`config.mk`:
```
export PLATFORM = sky130hd
export DESIGN_NAME = sbus_frame_receiver_unit
export DESIGN_NICKNAME = d
export VERILOG_FILES = /design/src/design/sfr_pkg.sv /design/src/design/sfr_ctrl.sv /design/src/design/sfr_datapath.sv /design/src/design/sbus_frame_receiver_unit.sv
export SDC_FILE = /design/constraint.sdc
export NUM_CORES = 1
export LEC_CHECK = 0
export BUFFER_PORTS_ARGS = -buffer_cell sky130_fd_sc_hd__buf_2
export CAP_MARGIN = 0
export CELL_PAD_IN_SITES_DETAIL_PLACEMENT = 1
export CELL_PAD_IN_SITES_GLOBAL_PLACEMENT = 1
export CORE_MARGIN = 3
export CORE_UTILIZATION = 30
export CTS_CLUSTER_SIZE = 10
export DETAILED_ROUTE_END_ITERATION = 16
export PLACE_DENSITY_LB_ADDON = 0.1
export SYNTH_ARGS = -nofsm -noshare
export SYNTH_HDL_FRONTEND = slang
export SYNTH_SLANG_ARGS = --single-unit
```
`constraint.sdc`:
```
create_clock -name i_clk -period 38.8 [get_ports i_clk]
set_clock_uncertainty 0.2 [all_clocks]
set_input_delay 3.88 -clock i_clk [delete_from_list [all_inputs] [get_ports i_clk]]
set_output_delay 3.88 -clock i_clk [all_outputs]
set_load 0.02 [all_outputs]
```
`src/design/sfr_pkg.sv`:
```
// shared types and constants for the sbus frame receiver
// no dependencies; imported by sfr_ctrl, sfr_datapath and sbus_frame_receiver_unit
package sfr_pkg;

    localparam int FRAME_LEN  = 25;
    localparam int FRAME_BITS = FRAME_LEN * 8;
    localparam int POS_W      = 5;
    localparam int CH_W       = 5;
    localparam int RAW_W      = 11;
    localparam int US_W       = 11;
    localparam int CFG_ADDR_W = 2;
    localparam int CFG_DATA_W = 16;

    // register indexes on the configuration port
    localparam logic [CFG_ADDR_W-1:0] REG_HEADER      = 2'd0;
    localparam logic [CFG_ADDR_W-1:0] REG_FOOTER      = 2'd1;
    localparam logic [CFG_ADDR_W-1:0] REG_PACKET_TOUT = 2'd2;
    localparam logic [CFG_ADDR_W-1:0] REG_LINK_TOUT   = 2'd3;

    localparam logic [7:0]  HEADER_RST      = 8'd15;
    localparam logic [7:0]  FOOTER_RST      = 8'd0;
    localparam logic [7:0]  PACKET_TOUT_RST = 8'd3;
    localparam logic [15:0] LINK_TOUT_RST   = 16'd100;

    // input kinds and result kinds
    localparam logic KIND_BYTE        = 1'b0;
    localparam logic KIND_TICK        = 1'b1;
    localparam logic RESULT_CHANNEL   = 1'b0;
    localparam logic RESULT_LINK_LOST = 1'b1;

    // frame layout
    localparam logic [POS_W-1:0] POS_LAST   = POS_W'(FRAME_LEN - 1);
    localparam logic [CH_W-1:0]  CH_DIG0    = 5'd16;
    localparam logic [CH_W-1:0]  CH_DIG1    = 5'd17;
    localparam int               FLAG_DIG0  = 0;
    localparam int               FLAG_DIG1  = 1;
    localparam int               FLAG_LOST  = 2;
    localparam int               FLAG_FSAFE = 3;

    // raw to microsecond mapping: (raw - 172) * 1000 / 1639 + 1000, clamped
    localparam logic [RAW_W-1:0] RAW_MIN     = 11'd172;
    localparam logic [US_W-1:0]  US_MIN      = 11'd1000;
    localparam logic [US_W-1:0]  US_MAX      = 11'd2000;
    localparam int               NUM_W       = 21;
    localparam int               US_SPAN     = 1000;
    localparam int               RAW_SPAN    = 1639;
    localparam int               RECIP_SHIFT = 32;
    localparam int               RECIP       = 2620480;   // floor(2^32 / 1639)
    localparam int               PROD_W      = 43;

    typedef enum logic [1:0] {
        ST_IDLE,
        ST_MAP1,
        ST_MAP2,
        ST_MAP3
    } t_state;

    typedef struct packed {
        logic accept;       // input beat taken this cycle
        logic load_status;  // load link lost result into output register
        logic stage1;       // raw channel to scaled numerator
        logic stage2;       // reciprocal multiply
        logic load_chan;    // correct, clamp and load channel result
        logic next_ch;      // advance to the next channel
    } t_cmd;

    typedef struct packed {
        logic good_frame;   // current byte completes a frame with a valid footer
        logic lost_event;   // current tick enters the link lost state
        logic last_chan;    // channel under work is the final one
    } t_sts;

endpackage

```
`src/design/sfr_ctrl.sv`:
```
// controller state machine for the sbus frame receiver
// depends on sfr_pkg; drives sfr_datapath through t_cmd and reads t_sts
module sfr_ctrl
    import sfr_pkg::*;
(
    input  logic i_clk,
    input  logic i_rst_n,
    input  logic i_in_valid,
    input  logic i_out_ready,
    input  t_sts i_sts,
    output logic o_in_ready,
    output logic o_out_valid,
    output t_cmd o_cmd
);

    t_state r_state, n_state;
    logic   r_out_valid, n_out_valid;
    logic   w_out_free;

    assign w_out_free  = !r_out_valid || i_out_ready;
    assign o_in_ready  = (r_state == ST_IDLE) && w_out_free;
    assign o_out_valid = r_out_valid;

    always_ff @(posedge i_clk) begin
        if (!i_rst_n) begin
            r_state     <= ST_IDLE;
            r_out_valid <= 1'b0;
        end else begin
            r_state     <= n_state;
            r_out_valid <= n_out_valid;
        end
    end

    always_comb begin
        n_state     = r_state;
        n_out_valid = r_out_valid && !i_out_ready;
        o_cmd       = '0;
        unique case (r_state)
            ST_IDLE: begin
                if (i_in_valid && w_out_free) begin
                    o_cmd.accept = 1'b1;
                    if (i_sts.lost_event) begin
                        o_cmd.load_status = 1'b1;
                        n_out_valid       = 1'b1;
                    end
                    if (i_sts.good_frame) begin
                        n_state = ST_MAP1;
                    end
                end
            end
            ST_MAP1: begin
                o_cmd.stage1 = 1'b1;
                n_state      = ST_MAP2;
            end
            ST_MAP2: begin
                o_cmd.stage2 = 1'b1;
                n_state      = ST_MAP3;
            end
            ST_MAP3: begin
                // hold the finished value until the output register frees up
                if (w_out_free) begin
                    o_cmd.load_chan = 1'b1;
                    n_out_valid     = 1'b1;
                    if (i_sts.last_chan) begin
                        n_state = ST_IDLE;
                    end else begin
                        o_cmd.next_ch = 1'b1;
                        n_state       = ST_MAP1;
                    end
                end
            end
            default: begin
                n_state = ST_IDLE;
            end
        endcase
    end

endmodule

```
`src/design/sfr_datapath.sv`:
```
// datapath for the sbus frame receiver: config registers, frame shift register,
// timers, link flags, channel scaling and the output register; depends on sfr_pkg
module sfr_datapath
    import sfr_pkg::*;
(
    input  logic                  i_clk,
    input  logic                  i_rst_n,
    input  logic                  i_cfg_we,
    input  logic [CFG_ADDR_W-1:0] i_cfg_addr,
    input  logic [CFG_DATA_W-1:0] i_cfg_wdata,
    input  logic                  i_kind,
    input  logic [7:0]            i_byte,
    input  t_cmd                  i_cmd,
    output t_sts                  o_sts,
    output logic                  o_kind,
    output logic [CH_W-1:0]       o_ch,
    output logic [US_W-1:0]       o_us,
    output logic                  o_fs,
    output logic                  o_lost,
    output logic                  o_conn,
    output logic                  o_last
);

    // configuration
    logic [7:0]  r_header, r_footer, r_pkt_tout;
    logic [15:0] r_link_tout;

    // receive state
    logic [FRAME_BITS-1:0] r_frame;
    logic [POS_W-1:0]      r_pos;
    logic [7:0]            r_idle;
    logic [15:0]           r_age;
    logic                  r_link_up, r_fs, r_lost;
    logic [1:0]            r_dig;
    logic [CH_W-1:0]       r_ch;

    // scaling pipeline
    logic                  r_low;
    logic [NUM_W-1:0]      r_num;
    logic [US_W-1:0]       r_q;

    // output register
    logic                  r_o_kind, r_o_fs, r_o_lost, r_o_conn, r_o_last;
    logic [CH_W-1:0]       r_o_ch;
    logic [US_W-1:0]       r_o_us;

    logic                  w_store, w_good, w_lost_evt, w_was_lost;
    logic [7:0]            n_idle;
    logic [15:0]           n_age;
    logic [7:0]            w_flags;
    logic [RAW_W-1:0]      w_raw, w_diff;
    logic [PROD_W-1:0]     w_prod;
    logic [US_W:0]         w_q1;
    logic [NUM_W-1:0]      w_back;
    logic [US_W-1:0]       w_qfix;
    logic [US_W:0]         w_sum;
    logic [US_W-1:0]       w_us;

    assign w_store    = !((r_pos == '0) && (i_byte != r_header));
    assign w_good     = (i_kind == KIND_BYTE) && w_store && (r_pos == POS_LAST)
                        && (i_byte == r_footer);
    assign n_idle     = (r_idle == 8'hFF) ? r_idle : r_idle + 8'd1;
    assign n_age      = (r_age == 16'hFFFF) ? r_age : r_age + 16'd1;
    assign w_was_lost = !r_link_up && r_fs;
    assign w_lost_evt = (i_kind == KIND_TICK) && (n_age > r_link_tout) && !w_was_lost;
    // byte 23 sits at the top of the shift register when byte 24 arrives
    assign w_flags    = r_frame[FRAME_BITS-1 -: 8];

    assign o_sts.good_frame = w_good;
    assign o_sts.lost_event = w_lost_evt;
    assign o_sts.last_chan  = (r_ch == CH_DIG1);

    // channel 0 starts at bit 8 (byte 1); the register shifts by 11 per channel
    assign w_raw  = r_frame[8 +: RAW_W];
    assign w_diff = w_raw - RAW_MIN;
    assign w_prod = PROD_W'(r_num) * PROD_W'(RECIP);

    // quotient estimate is exact or one low
    assign w_q1   = {1'b0, r_q} + 12'd1;
    assign w_back = NUM_W'(w_q1) * NUM_W'(RAW_SPAN);
    assign w_qfix = (w_back <= r_num) ? w_q1[US_W-1:0] : r_q;
    assign w_sum  = {1'b0, w_qfix} + {1'b0, US_MIN};

    always_comb begin
        if (r_ch == CH_DIG0) begin
            w_us = r_dig[0] ? US_MAX : US_MIN;
        end else if (r_ch == CH_DIG1) begin
            w_us = r_dig[1] ? US_MAX : US_MIN;
        end else if (r_low) begin
            w_us = US_MIN;
        end else if (w_sum > {1'b0, US_MAX}) begin
            w_us = US_MAX;
        end else begin
            w_us = w_sum[US_W-1:0];
        end
    end

    always_ff @(posedge i_clk) begin
        if (!i_rst_n) begin
            r_header    <= HEADER_RST;
            r_footer    <= FOOTER_RST;
            r_pkt_tout  <= PACKET_TOUT_RST;
            r_link_tout <= LINK_TOUT_RST;
        end else if (i_cfg_we) begin
            unique case (i_cfg_addr)
                REG_HEADER:      r_header    <= i_cfg_wdata[7:0];
                REG_FOOTER:      r_footer    <= i_cfg_wdata[7:0];
                REG_PACKET_TOUT: r_pkt_tout  <= i_cfg_wdata[7:0];
                REG_LINK_TOUT:   r_link_tout <= i_cfg_wdata;
                default: ;
            endcase
        end
    end

    always_ff @(posedge i_clk) begin
        if (!i_rst_n) begin
            r_pos     <= '0;
            r_idle    <= '0;
            r_age     <= '0;
            r_link_up <= 1'b0;
            r_fs      <= 1'b0;
            r_lost    <= 1'b0;
            r_ch      <= '0;
        end else if (i_cmd.accept) begin
            if (i_kind == KIND_BYTE) begin
                r_idle <= '0;
                if (w_store) begin
                    r_pos <= (r_pos == POS_LAST) ? '0 : r_pos + 5'd1;
                end
                if (w_good) begin
                    r_fs      <= w_flags[FLAG_FSAFE];
                    r_lost    <= w_flags[FLAG_LOST];
                    r_link_up <= 1'b1;
                    r_age     <= '0;
                    r_ch      <= '0;
                end
            end else begin
                r_idle <= n_idle;
                r_age  <= n_age;
                if ((n_idle > r_pkt_tout) && (r_pos != '0)) begin
                    r_pos <= '0;
                end
                if (n_age > r_link_tout) begin
                    r_link_up <= 1'b0;
                    r_fs      <= 1'b1;
                end
            end
        end else if (i_cmd.next_ch) begin
            r_ch <= r_ch + 5'd1;
        end
    end

    always_ff @(posedge i_clk) begin
        if (i_cmd.accept && (i_kind == KIND_BYTE) && w_store) begin
            r_frame <= {i_byte, r_frame[FRAME_BITS-1:8]};
            if (w_good) begin
                r_dig <= {w_flags[FLAG_DIG1], w_flags[FLAG_DIG0]};
            end
        end else if (i_cmd.next_ch) begin
            r_frame <= {{RAW_W{1'b0}}, r_frame[FRAME_BITS-1:RAW_W]};
        end
        if (i_cmd.stage1) begin
            r_low <= (w_raw <= RAW_MIN);
            r_num <= NUM_W'(w_diff) * NUM_W'(US_SPAN);
        end
        if (i_cmd.stage2) begin
            r_q <= w_prod[RECIP_SHIFT +: US_W];
        end
    end

    always_ff @(posedge i_clk) begin
        if (i_cmd.load_status) begin
            r_o_kind <= RESULT_LINK_LOST;
            r_o_ch   <= '0;
            r_o_us   <= '0;
            r_o_fs   <= 1'b1;
            r_o_lost <= r_lost;
            r_o_conn <= 1'b0;
            r_o_last <= 1'b1;
        end else if (i_cmd.load_chan) begin
            r_o_kind <= RESULT_CHANNEL;
            r_o_ch   <= r_ch;
            r_o_us   <= w_us;
            r_o_fs   <= r_fs;
            r_o_lost <= r_lost;
            r_o_conn <= 1'b1;
            r_o_last <= (r_ch == CH_DIG1);
        end
    end

    assign o_kind = r_o_kind;
    assign o_ch   = r_o_ch;
    assign o_us   = r_o_us;
    assign o_fs   = r_o_fs;
    assign o_lost = r_o_lost;
    assign o_conn = r_o_conn;
    assign o_last = r_o_last;

endmodule

```
`src/design/sbus_frame_receiver_unit.sv`:
```
// top level of the sbus frame receiver: joins sfr_ctrl and sfr_datapath
// depends on sfr_pkg, sfr_ctrl and sfr_datapath
//
// usage:
// - slave stream: s_axis_tuser is the beat kind (0 = received byte, 1 = 1 ms tick),
//   s_axis_tdata[7:0] the byte. the master stream carries channel results and the
//   link lost status; m_axis_tlast marks the final result of a run.
// - config port: i_cfg_we writes i_cfg_wdata into the register at i_cfg_addr
//   (0 header, 1 footer, 2 packet timeout, 3 link timeout); write only while idle.
// - a byte or tick that produces nothing leaves the block in its idle state.
// - a tick that loses the link loads the status result at its accept edge; the same
//   edge raises m_axis_tvalid.
// - a byte that closes a good frame starts the decode: each of the 18 channels runs
//   through three steps of the shared scaling unit (multiply by 1000, reciprocal
//   multiply, correct and clamp), one channel after another; a finished channel waits
//   in the last step while the sink stalls. s_axis_tready is low during the decode.
// - a stalled sink holds the output register; the block waits with it.
// - reset restores the register defaults, empties the frame and clears the link.
module sbus_frame_receiver_unit
    import sfr_pkg::*;
(
    input  logic                  i_clk,
    input  logic                  i_rst_n,
    input  logic                  i_cfg_we,
    input  logic [CFG_ADDR_W-1:0] i_cfg_addr,
    input  logic [CFG_DATA_W-1:0] i_cfg_wdata,
    input  logic                  s_axis_tvalid,
    output logic                  s_axis_tready,
    input  logic [7:0]            s_axis_tdata,   // [7:0] byte_value
    input  logic                  s_axis_tuser,   // [0] kind
    output logic                  m_axis_tvalid,
    input  logic                  m_axis_tready,
    // [4:0] channel_index, [15:5] value_us, [16] failsafe, [17] lost_frame,
    // [18] connected, [23:19] zero
    output logic [23:0]           m_axis_tdata,
    output logic                  m_axis_tuser,   // [0] result_kind
    output logic                  m_axis_tlast
);

    t_cmd            w_cmd;
    t_sts            w_sts;
    logic [CH_W-1:0] w_ch;
    logic [US_W-1:0] w_us;
    logic            w_fs, w_lost, w_conn;

    sfr_ctrl u_ctrl (
        .i_clk       (i_clk),
        .i_rst_n     (i_rst_n),
        .i_in_valid  (s_axis_tvalid),
        .i_out_ready (m_axis_tready),
        .i_sts       (w_sts),
        .o_in_ready  (s_axis_tready),
        .o_out_valid (m_axis_tvalid),
        .o_cmd       (w_cmd)
    );

    sfr_datapath u_datapath (
        .i_clk       (i_clk),
        .i_rst_n     (i_rst_n),
        .i_cfg_we    (i_cfg_we),
        .i_cfg_addr  (i_cfg_addr),
        .i_cfg_wdata (i_cfg_wdata),
        .i_kind      (s_axis_tuser),
        .i_byte      (s_axis_tdata),
        .i_cmd       (w_cmd),
        .o_sts       (w_sts),
        .o_kind      (m_axis_tuser),
        .o_ch        (w_ch),
        .o_us        (w_us),
        .o_fs        (w_fs),
        .o_lost      (w_lost),
        .o_conn      (w_conn),
        .o_last      (m_axis_tlast)
    );

    assign m_axis_tdata = {5'b0, w_conn, w_lost, w_fs, w_us, w_ch};

endmodule

```
Word-level counts from Yosys, hierarchy flattened
Index checks and enable logic that the tools add are counted.
{"block": "op_classes", "n_lt_le_gt_ge": 5, "bitwise": 1, "add_sub_neg": 7, "mux": 47, "n_reduce_logical": 38, "n_eq_ne": 21, "mul": 3}
{"operator": "two-way mux 200 bit", "count": 2}
{"operator": "two-way mux 11 bit", "count": 7}
{"operator": "two-way mux 16 bit", "count": 3}
{"operator": "two-way mux 5 bit", "count": 8}
{"operator": "multiplier 18 x 16 -> 34 bit (second input constant)", "count": 1}
{"operator": "<= comparator 21 bit", "count": 1}
{"operator": "multiplier 12 x 11 -> 21 bit (second input constant)", "count": 1}
{"operator": "multiplier 11 x 7 -> 18 bit (second input constant)", "count": 1}
{"operator": "adder 16 x 1 -> 16 bit (second input constant)", "count": 1}
{"operator": "equality test 16 bit (second input constant)", "count": 1}
{"operator": "> comparator 16 bit", "count": 1}
{"operator": "two-way mux 1 bit", "count": 16}
{"operator": "two-way mux 8 bit", "count": 2}
{"operator": "equality test 5 bit (second input constant)", "count": 3}
{"operator": "AND reduction 3 bit", "count": 5}
{"operator": "two-way mux 2 bit", "count": 7}
{"operator": "logical AND 1 bit", "count": 13}
{"operator": "adder 11 x 1 -> 12 bit (second input constant)", "count": 1}
{"operator": "adder 11 x 10 -> 12 bit (second input constant)", "count": 1}
{"operator": "> comparator 12 x 11 -> 1 bit (second input constant)", "count": 1}
{"operator": "AND reduction 2 bit", "count": 6}
{"operator": "<= comparator 11 x 8 -> 1 bit (second input constant)", "count": 1}
{"operator": "subtractor 11 x 8 -> 11 bit (second input constant)", "count": 1}
{"operator": "adder 5 x 1 -> 5 bit (second input constant)", "count": 2}
{"operator": "18 further kinds", "count": 36}
{"block": "totals", "regBits": 333, "output_inout_bits": 28, "in_bits": 32, "elab_cells": 147}

Longest topological paths before layout
Gate-level depths: netlist of run 1.
{"block": "depth", "word_depth": 11, "depth_mapped": 40, "ltp_nobuf": 37}

By module
From an unflattened synthesis of run 1, not the netlist that was laid out.
{"block": "unflattened", "cells_unflattened": 2218, "area_unflattened_um2": 24823.8}
{"module": "sfr_datapath", "area_each_um2": 24487.2, "seq_area_each_um2": 8698.3, "cells_per_inst": 2177, "instances": 1}
{"module": "sfr_ctrl", "area_each_um2": 272.8, "seq_area_each_um2": 60.1, "cells_per_inst": 32, "instances": 1}
{"module": "sbus_frame_receiver_unit", "area_each_um2": 63.8, "seq_area_each_um2": 0.0, "cells_per_inst": 9, "instances": 1}

Worst setup path before layout of run 1
Ideal clock, no wire load.
{"block": "synth_timing", "path_kind": "input-to-reg", "startpoint": "input port m_axis_tready", "endpoint": "register u_datapath.r_frame[100] (enable)", "arrival_ns": 17.904, "setup_ns": 1.009, "cell_stages": 5, "setup_slack_ns": 19.687, "path_buffers": 2, "required_time_ns": 37.591, "path_cell_list": "nand2b_1 -> clkbuf_1 -> nand2_1 -> clkbuf_1 -> o21ai_0"}
{"block": "synth_between", "elab_chain_len": 7, "word_cells_on_any_way": 9, "classes_between": "4 x mux; 5 x reduce/logical"}
{"element": "from (decl)", "line": "sbus_frame_receiver_unit.sv:32", "rtl": "input logic m_axis_tready,"}
{"element": "logical OR 1 bit (*)", "line": "sfr_ctrl.sv:20", "rtl": "assign w_out_free = !r_out_valid || i_out_ready;"}
{"element": "logical AND 1 bit", "line": "sfr_ctrl.sv:40", "rtl": "if (i_in_valid && w_out_free) begin"}
{"element": "two-way mux 2 bit", "line": "sfr_ctrl.sv:40"}
{"element": "two-way mux 2 bit", "line": "sfr_ctrl.sv:38", "rtl": "unique case (r_state)"}
{"element": "logical AND 1 bit (2 in series)", "line": "sfr_datapath.sv:154", "rtl": "if (i_cmd.accept && (i_kind == KIND_BYTE) && w_store) begin"}
{"element": "nonzero test 2 bit (no source line) (*)"}
{"element": "to (signal assigned)", "line": "sfr_datapath.sv:155", "rtl": "r_frame <= {i_byte, r_frame[FRAME_BITS-1:8]};"}
{"element": "to (signal assigned)", "line": "sfr_datapath.sv:160", "rtl": "r_frame <= {{RAW_W{1'b0}}, r_frame[FRAME_BITS-1:RAW_W]};"}
{"element": "to (decl)", "line": "sfr_datapath.sv:29", "rtl": "logic [FRAME_BITS-1:0] r_frame;"}
Mark *: on every way between the ends. The rest lies on a longest branch, timed or not.
A chain may end at the register's enable or synchronous reset.

Final worst setup path of run 1
{"block": "layout_timing", "startpoint": "register u_datapath.r_q[0]", "endpoint": "register u_datapath.r_o_us[2], in the netlist u_datapath.o_us[2]"}
{"block": "layout_between", "elab_chain_len": 10}
{"element": "from (decl)", "line": "sfr_datapath.sv:40", "rtl": "logic [US_W-1:0] r_q;"}
{"element": "from (signal assigned)", "line": "sfr_datapath.sv:167", "rtl": "r_q <= w_prod[RECIP_SHIFT +: US_W];"}
{"element": "adder 11 x 1 -> 12 bit", "line": "sfr_datapath.sv:79", "rtl": "assign w_q1 = {1'b0, r_q} + 12'd1;"}
{"element": "multiplier 12 x 11 -> 21 bit", "line": "sfr_datapath.sv:80", "rtl": "assign w_back = NUM_W'(w_q1) * NUM_W'(RAW_SPAN);"}
{"element": "<= comparator 21 bit", "line": "sfr_datapath.sv:81", "rtl": "assign w_qfix = (w_back <= r_num) ? w_q1[US_W-1:0] : r_q;"}
{"element": "two-way mux 11 bit (*)", "line": "sfr_datapath.sv:81"}
{"element": "adder 11 x 10 -> 12 bit (*)", "line": "sfr_datapath.sv:82", "rtl": "assign w_sum = {1'b0, w_qfix} + {1'b0, US_MIN};"}
{"element": "> comparator 12 x 11 -> 1 bit", "line": "sfr_datapath.sv:91", "rtl": "end else if (w_sum > {1'b0, US_MAX}) begin"}
{"element": "two-way mux 11 bit (*)", "line": "sfr_datapath.sv:91"}
{"element": "two-way mux 11 bit (*)", "line": "sfr_datapath.sv:89", "rtl": "end else if (r_low) begin"}
{"element": "two-way mux 11 bit (*)", "line": "sfr_datapath.sv:87", "rtl": "end else if (r_ch == CH_DIG1) begin"}
{"element": "two-way mux 11 bit (*)", "line": "sfr_datapath.sv:85", "rtl": "if (r_ch == CH_DIG0) begin"}
{"element": "to (signal assigned)", "line": "sfr_datapath.sv:183", "rtl": "r_o_us <= w_us;"}
{"element": "to (decl)", "line": "sfr_datapath.sv:45", "rtl": "logic [US_W-1:0] r_o_us;"}
Marked as above.

==> summary.txt, run 1 <==
Finish
  – Fin area: 27300 um^2
  – Commonest non-fill, non-tap cell in the layout: inv_1
  – Post-layout net count: 2739
  – P&R area growth vs syn: 11.5%
  – Antenna cell count: 0
  – Most frequent cells in the layout: inv_1, ha_1, edfxtp_1, mux2_2, fa_1
  – Layout cells sized above 1: 0.149

Setup path
  – Cell mode on critical path: ha_1
  – FF-to-FF Start: u_datapath.r_q[0]
  – Worst-path maximum fanout: 11
  – CP arrival: 10.42 ns
  – CP max-delay cell: xor2_1
  – Worst Setup Start Kind: flop
  – Worst EP required: 39.06 ns
  – Critical path class: flop to flop
  – Worst path max stage delay: 0.72 ns
  – Setup crit end kind: flop
  – Worst setup path start: u_datapath.r_q[0]

Synth
  – Synth Area in Adders: 0.289
  – Post-synthesis compound-gate area fraction: 0.0713
  – Synth Area in XOR/XNOR: 0.0403
  – Largest family of logic cells by synthesized area: adder cells
  – Post-Synthesis Cells: 2197
  – EDFF count, synth: 225
  – Cell variety after synth: 79
  – Post-synthesis mux area share: 0.0956
  – Ys async rst share: 0
  – Synth warn: 0
  – Simple-gate share of the synthesized area: 0.0784
  – Ys flop type: edfxtp_1
  – Seq/Total Area, Yosys: 0.358
  – #FFs+latches synth: 325
  – Synthesized area: 24500 um^2
  – Post-synthesis average cell area: 11.1 um^2

Timing
  – Final hold violations: 0
  – Max-Slew Margin vs Limit: 0.318
  – RSZ-0062 raised after global routing: false
  – Setup TNS: 0 ns
  – Least-Margin Pin Slew: 1.02 ns
  – Final critical-path share of the clock period: 0.262
  – Final Max Tran Viols: 0
  – Min Tclk post-route: 10.16 ns
  – Finish-stage setup viols: 0
  – Fmax: 98.4 MHz

Detailed routing
  – Via count: 15500
  – Starting DRT DRC Count: 681
  – Antenna Nets Post-Route: 0
  – Vias/cell: 4.64
  – DRT Pass-1 Iters: 4
  – Drc violations: 0
  – Final wirelength: 61200 um
  – Wire per inst: 18.3 um

Place
  – IO buf count: 54
  – Detailed-placement wirelength estimate: 48000 um
  – Routability cong.: 0.810
  – Placed cell area: 25900 um^2

Clocking
  – CTS clk-pin slew, worst paths: 0.06 ns
  – # resized after CTS: 0
  – CTS Root Buffer Type: clkbuf_16
  – Hold buffer count at CTS: 0
  – Post-CTS Setup Repair Bufs: 0
  – Total CTS buffers: 42
  – CTS tree: built
  – Htree depth: 2
  – Max Buffers Root-to-Sink: 3
  – Latest clock arrival within the worst-skew pair: 0.57 ns
  – Sinks on Clock Net: 325

Floorplan
  – Io pins: 60
  – Initial Util: 0.303
  – Core ar.: 80700 um^2
  – Die ar.: 85000 um^2
  – Rows: 104
  – Die X: 292 um
  – Die height: 292 um

Hold path
  – Hold Path Class: flop to flop
  – Hold Startpoint: u_datapath.o_kind

Global routing
  – Vias in the first global route: 17500
  – GRT overflow: 0
  – Initial antenna violation count: 2
  – Global-route wire length before repair: 99900 um
  – GRT Resource Usage Total: 0.147
  – Pin count of the biggest net entering global routing: 79

Outcome
  – Status: finished, final reports clean

Flow run
  – Max cap viols: 0
## synth_stat cells (all sizes together) (5+ instances only)
master / count / area [um^2]
buf: 20 / 128
o31ai: 5 / 56.3
o211ai: 7 / 52.6
o21a: 17 / 128
ha: 278 / 3480
fa: 179 / 3580
a22oi: 13 / 97.6
a31oi: 10 / 62.6
nand4: 23 / 150
nor3: 29 / 161
dfxtp: 100 / 2000
inv: 359 / 1350
edfxtp: 225 / 6760
or3: 5 / 31.3
nand3: 39 / 195
xnor2: 83 / 734
o221a: 5 / 56.3
and3: 20 / 125
mux2i: 25 / 250
nor2b: 11 / 76.3
mux2: 185 / 2090
o21bai: 10 / 75.1
nor2: 132 / 495
o21ai: 42 / 210
clkbuf: 46 / 173
and2: 23 / 144
a21oi: 87 / 450
nand2: 109 / 409
xor2: 26 / 228
a21o: 22 / 165
## worst max-delay path: cells and delay by family (launching register included)
kind	cells	cell delay, ns
AOI/OAI and AO/OA	8	1.77
xor gates and xnor gates	3	1.03
adders and majority gates	9	3.62
buffers and inverters	5	0.45
DFF	1	0.54
muxes	1	0.21
and+or+nand+nor	12	2.20
## registers in the layout, summed over array words and instances (netlist names), 11 cells and up
register / flops
u_datapath.r_num: 18
u_datapath.r_frame: 192
u_datapath.o_us: 11
u_datapath.r_q: 11
u_datapath.r_link_tout: 16
u_datapath.r_age: 16
## layer usage
layer | track usage | up-vias | part of all wire
li1 | - | 7573 | -
met1 | 0.201 | 7720 | 0.48
met2 | 0.253 | 123 | 0.48
met3 | 0.0176 | 68 | 0.022
met4 | 0.0275 | 0 | 0.016
met5 | 0 | - | 0
## layout make-up
class                   count  area (um^2)
clock buffers              60         1180
clock inverters            11          164
inverters                 359         1350
well taps                1060         1330
flip-flops and latches    325         8760
repair buffers             71          398
fillers                  8852        53400
multi-input cells        1451        14100
## stage by stage
step / hold slack [ns] / worst slack (ns) / cells / util
after floorplan: 0.208 / 19.69 / 2201 / -
after global placement: 0.224 / 29.05 / 3266 / 0.321
after detailed placement: 0.241 / 28.67 / 3266 / 0.321
after CTS: 0.256 / 28.60 / 3337 / 0.338
after global routing: 0.282 / 27.97 / 3337 / 0.338
final: 0.249 / 28.64 / 3337 / 0.338
## logic make-up (layout without fill, tap and decap cells)
logic type	count (synthesis)	count (layout)
AOI/OAI and AO/OA	261	261
xor gates and xnor gates	110	110
adders and majority gates	457	457
buffers and inverters	425	501
DFF	325	325
muxes	210	210
other	1	5
and+or+nand+nor	408	408
## worst paths after layout
check	end	slack, ns	cells past startpoint
max	u_datapath.o_us[2]	28.64	38
min	u_datapath.o_kind	0.25	2
max reg2reg	u_datapath.o_us[2]	28.64	38
min reg2reg	u_datapath.o_kind	0.25	2
Power of run 1 is left out: the tool's default activity adds up to more than one toggle a clock period on the data nets, which glitch-free logic cannot reach.
==> run 2: changes to the inputs <==
clock period = 8.2 ns   (was 38.8 ns; I/O delays follow)
==> run 2 against run 1 <==
The flow now finishes with violations (setup timing). Critical path depth down 1. Global-route usage up 0.52 points. Final cell count up 3.5%. Count of clock-buffer cells in the layout unchanged. Fmax up 22%. Worst setup slack worse by 29 ns. Sequential cell count unchanged. Critical endpoint is now u_datapath.o_us[1].
==> summary.txt, run 2 (same netlist as run 1, synthesis figures left out) <==
Timing
  – Final hold violations: 0
  – Worst Slack Setup Final: -0.155 ns
  – Max-Slew Margin vs Limit: 0.337
  – RSZ-0062 raised after global routing: true
  – Final Max Tran Viols: 0
  – Final critical-path share of the clock period: 1.02
  – Fmax: 120 MHz
  – Least-Margin Pin Slew: 0.994 ns
  – Finish-stage setup viols: 11
  – Min Tclk post-route: 8.36 ns

Clocking
  – Hold buffer count at CTS: 0
  – Latest clock arrival within the worst-skew pair: 0.58 ns
  – Htree depth: 2
  – Sinks on Clock Net: 325
  – CTS Root Buffer Type: clkbuf_16
  – CTS clk-pin slew, worst paths: 0.05 ns
  – CTS tree: built
  – Total CTS buffers: 42
  – Max Buffers Root-to-Sink: 3

Setup path
  – CP max-delay cell: fa_1
  – Worst-path maximum fanout: 6
  – Cell mode on critical path: fa_1
  – Worst path max stage delay: 0.55 ns
  – Setup crit end kind: flop
  – R2R Path End: u_datapath.o_us[1]
  – Reg2Reg Depth: 37
  – Worst Setup Start Kind: flop
  – Worst EP required: 8.46 ns
  – FF-to-FF Start: u_datapath.r_q[0]
  – CP arrival: 8.62 ns
  – Critical path class: flop to flop
  – R2R Setup Slk: -0.16 ns

Hold path
  – WHS Path Cells: 0
  – Hold endpoint: u_datapath.o_lost
  – Hold Path Class: flop to flop
  – Hold Startpoint: u_datapath.r_lost

Finish
  – Most frequent cells in the layout: inv_1, ha_1, edfxtp_1, mux2_2, fa_1
  – Max reg flops: 192
  – Commonest non-fill, non-tap cell in the layout: inv_1
  – Reg with most FFs: u_datapath.r_frame
  – Biggest regs: u_datapath.r_frame x192, u_datapath.r_num x18
  – Layout cells sized above 1: 0.222
  – Antenna cell count: 0
  – P&R area growth vs syn: 17.7%
  – Post-layout net count: 2858

Global routing
  – Vias in the first global route: 18300
  – Global-route wire length before repair: 103000 um
  – GRT overflow: 0
  – Initial antenna violation count: 1
  – Pin count of the biggest net entering global routing: 181
  – GRT Resource Usage Total: 0.152

Detailed routing
  – Wire per inst: 18.4 um
  – DRT Pass-1 Iters: 4
  – Drc violations: 0
  – Final wirelength: 63400 um
  – Starting DRT DRC Count: 663
  – Antenna Nets Post-Route: 0
  – Via count: 16100
  – Vias/cell: 4.65

Place
  – Detailed-placement wirelength estimate: 49000 um
  – IO buf count: 54
  – Pre-CTS WS: -0.491 ns
  – Routability cong.: 0.795

Outcome
  – Status: finished, violations left
  – Failing checks: setup timing

Floorplan
  – Core ar.: 80700 um^2
  – Rows: 104
  – Initial Util: 0.303
  – Die ar.: 85000 um^2
  – Die X: 292 um
  – Die height: 292 um
  – Io pins: 60

Flow run
  – Max cap viols: 0
[run 2: layout make-up]
cell class | instances | area [um^2]
timing repair buffer | 190 | 1360
tap | 1060 | 1330
multi-input combinational | 1451 | 14700
inverter | 359 | 1350
fill | 8788 | 51900
sequential | 325 | 8760
clock buffer | 60 | 1180
clock inverter | 8 | 109
[run 2: worst max path at each step]
stage	start	endpoint	slack [ns]	cells after the start
2_1_floorplan	u_datapath.r_q[0]	u_datapath.o_us[0]	0.006	40
3_3_place_gp	u_datapath.r_q[0]	u_datapath.o_us[0]	-0.15	36
3_5_place_dp	u_datapath.r_q[0]	u_datapath.o_us[0]	-0.49	39
4_1_cts	u_datapath.r_q[0]	u_datapath.o_us[1]	-0.25	39
5_1_grt	u_datapath.r_q[0]	u_datapath.o_us[4]	-0.51	37
6_report	u_datapath.r_q[0]	u_datapath.o_us[1]	-0.16	37
[run 2: through the flow]
step | cell area [um^2] | utilization | TNS, ns | instances | hold slack, ns
final | 28800 | 0.357 | -0.947 | 3453 | 0.252
after global routing | 28800 | 0.357 | -4.75 | 3453 | 0.252
after CTS | 28600 | 0.355 | -1.49 | 3448 | 0.239
after detailed placement | 26700 | 0.331 | -4.29 | 3353 | 0.222
after global placement | 26700 | 0.331 | -0.787 | 3353 | 0.226
after floorplan | 24600 | - | 0 | 2201 | 0.208
[run 2: what timing repair did]
action                                  CTS  global route
pin swaps                                62            52
endpoints found under the setup margin   11            11
buffers inserted                         27             6
resized for setup                        67            28
[run 2: worst max-delay path, delay by kind of cell, from the launching register on]
family	cells	cell delay, ns
multiplexers	1	0.20
AO/OA/AOI/OAI	9	1.81
XOR/XNOR	3	0.45
buffers and inverters	8	0.74
adder cells (fa/ha/maj)	8	3.05
AND/OR/NAND/NOR	8	1.31
flip-flops	1	0.46
[run 2: metal layers]
layer | up-vias | routed length (um) | track usage
met5 | - | 0 | 0
met4 | 0 | 1270 | 0.0344
met3 | 77 | 1630 | 0.0221
met2 | 153 | 30500 | 0.261
met1 | 8016 | 30100 | 0.204
li1 | 7819 | - | -
Power of run 2 is left out for the same reason.
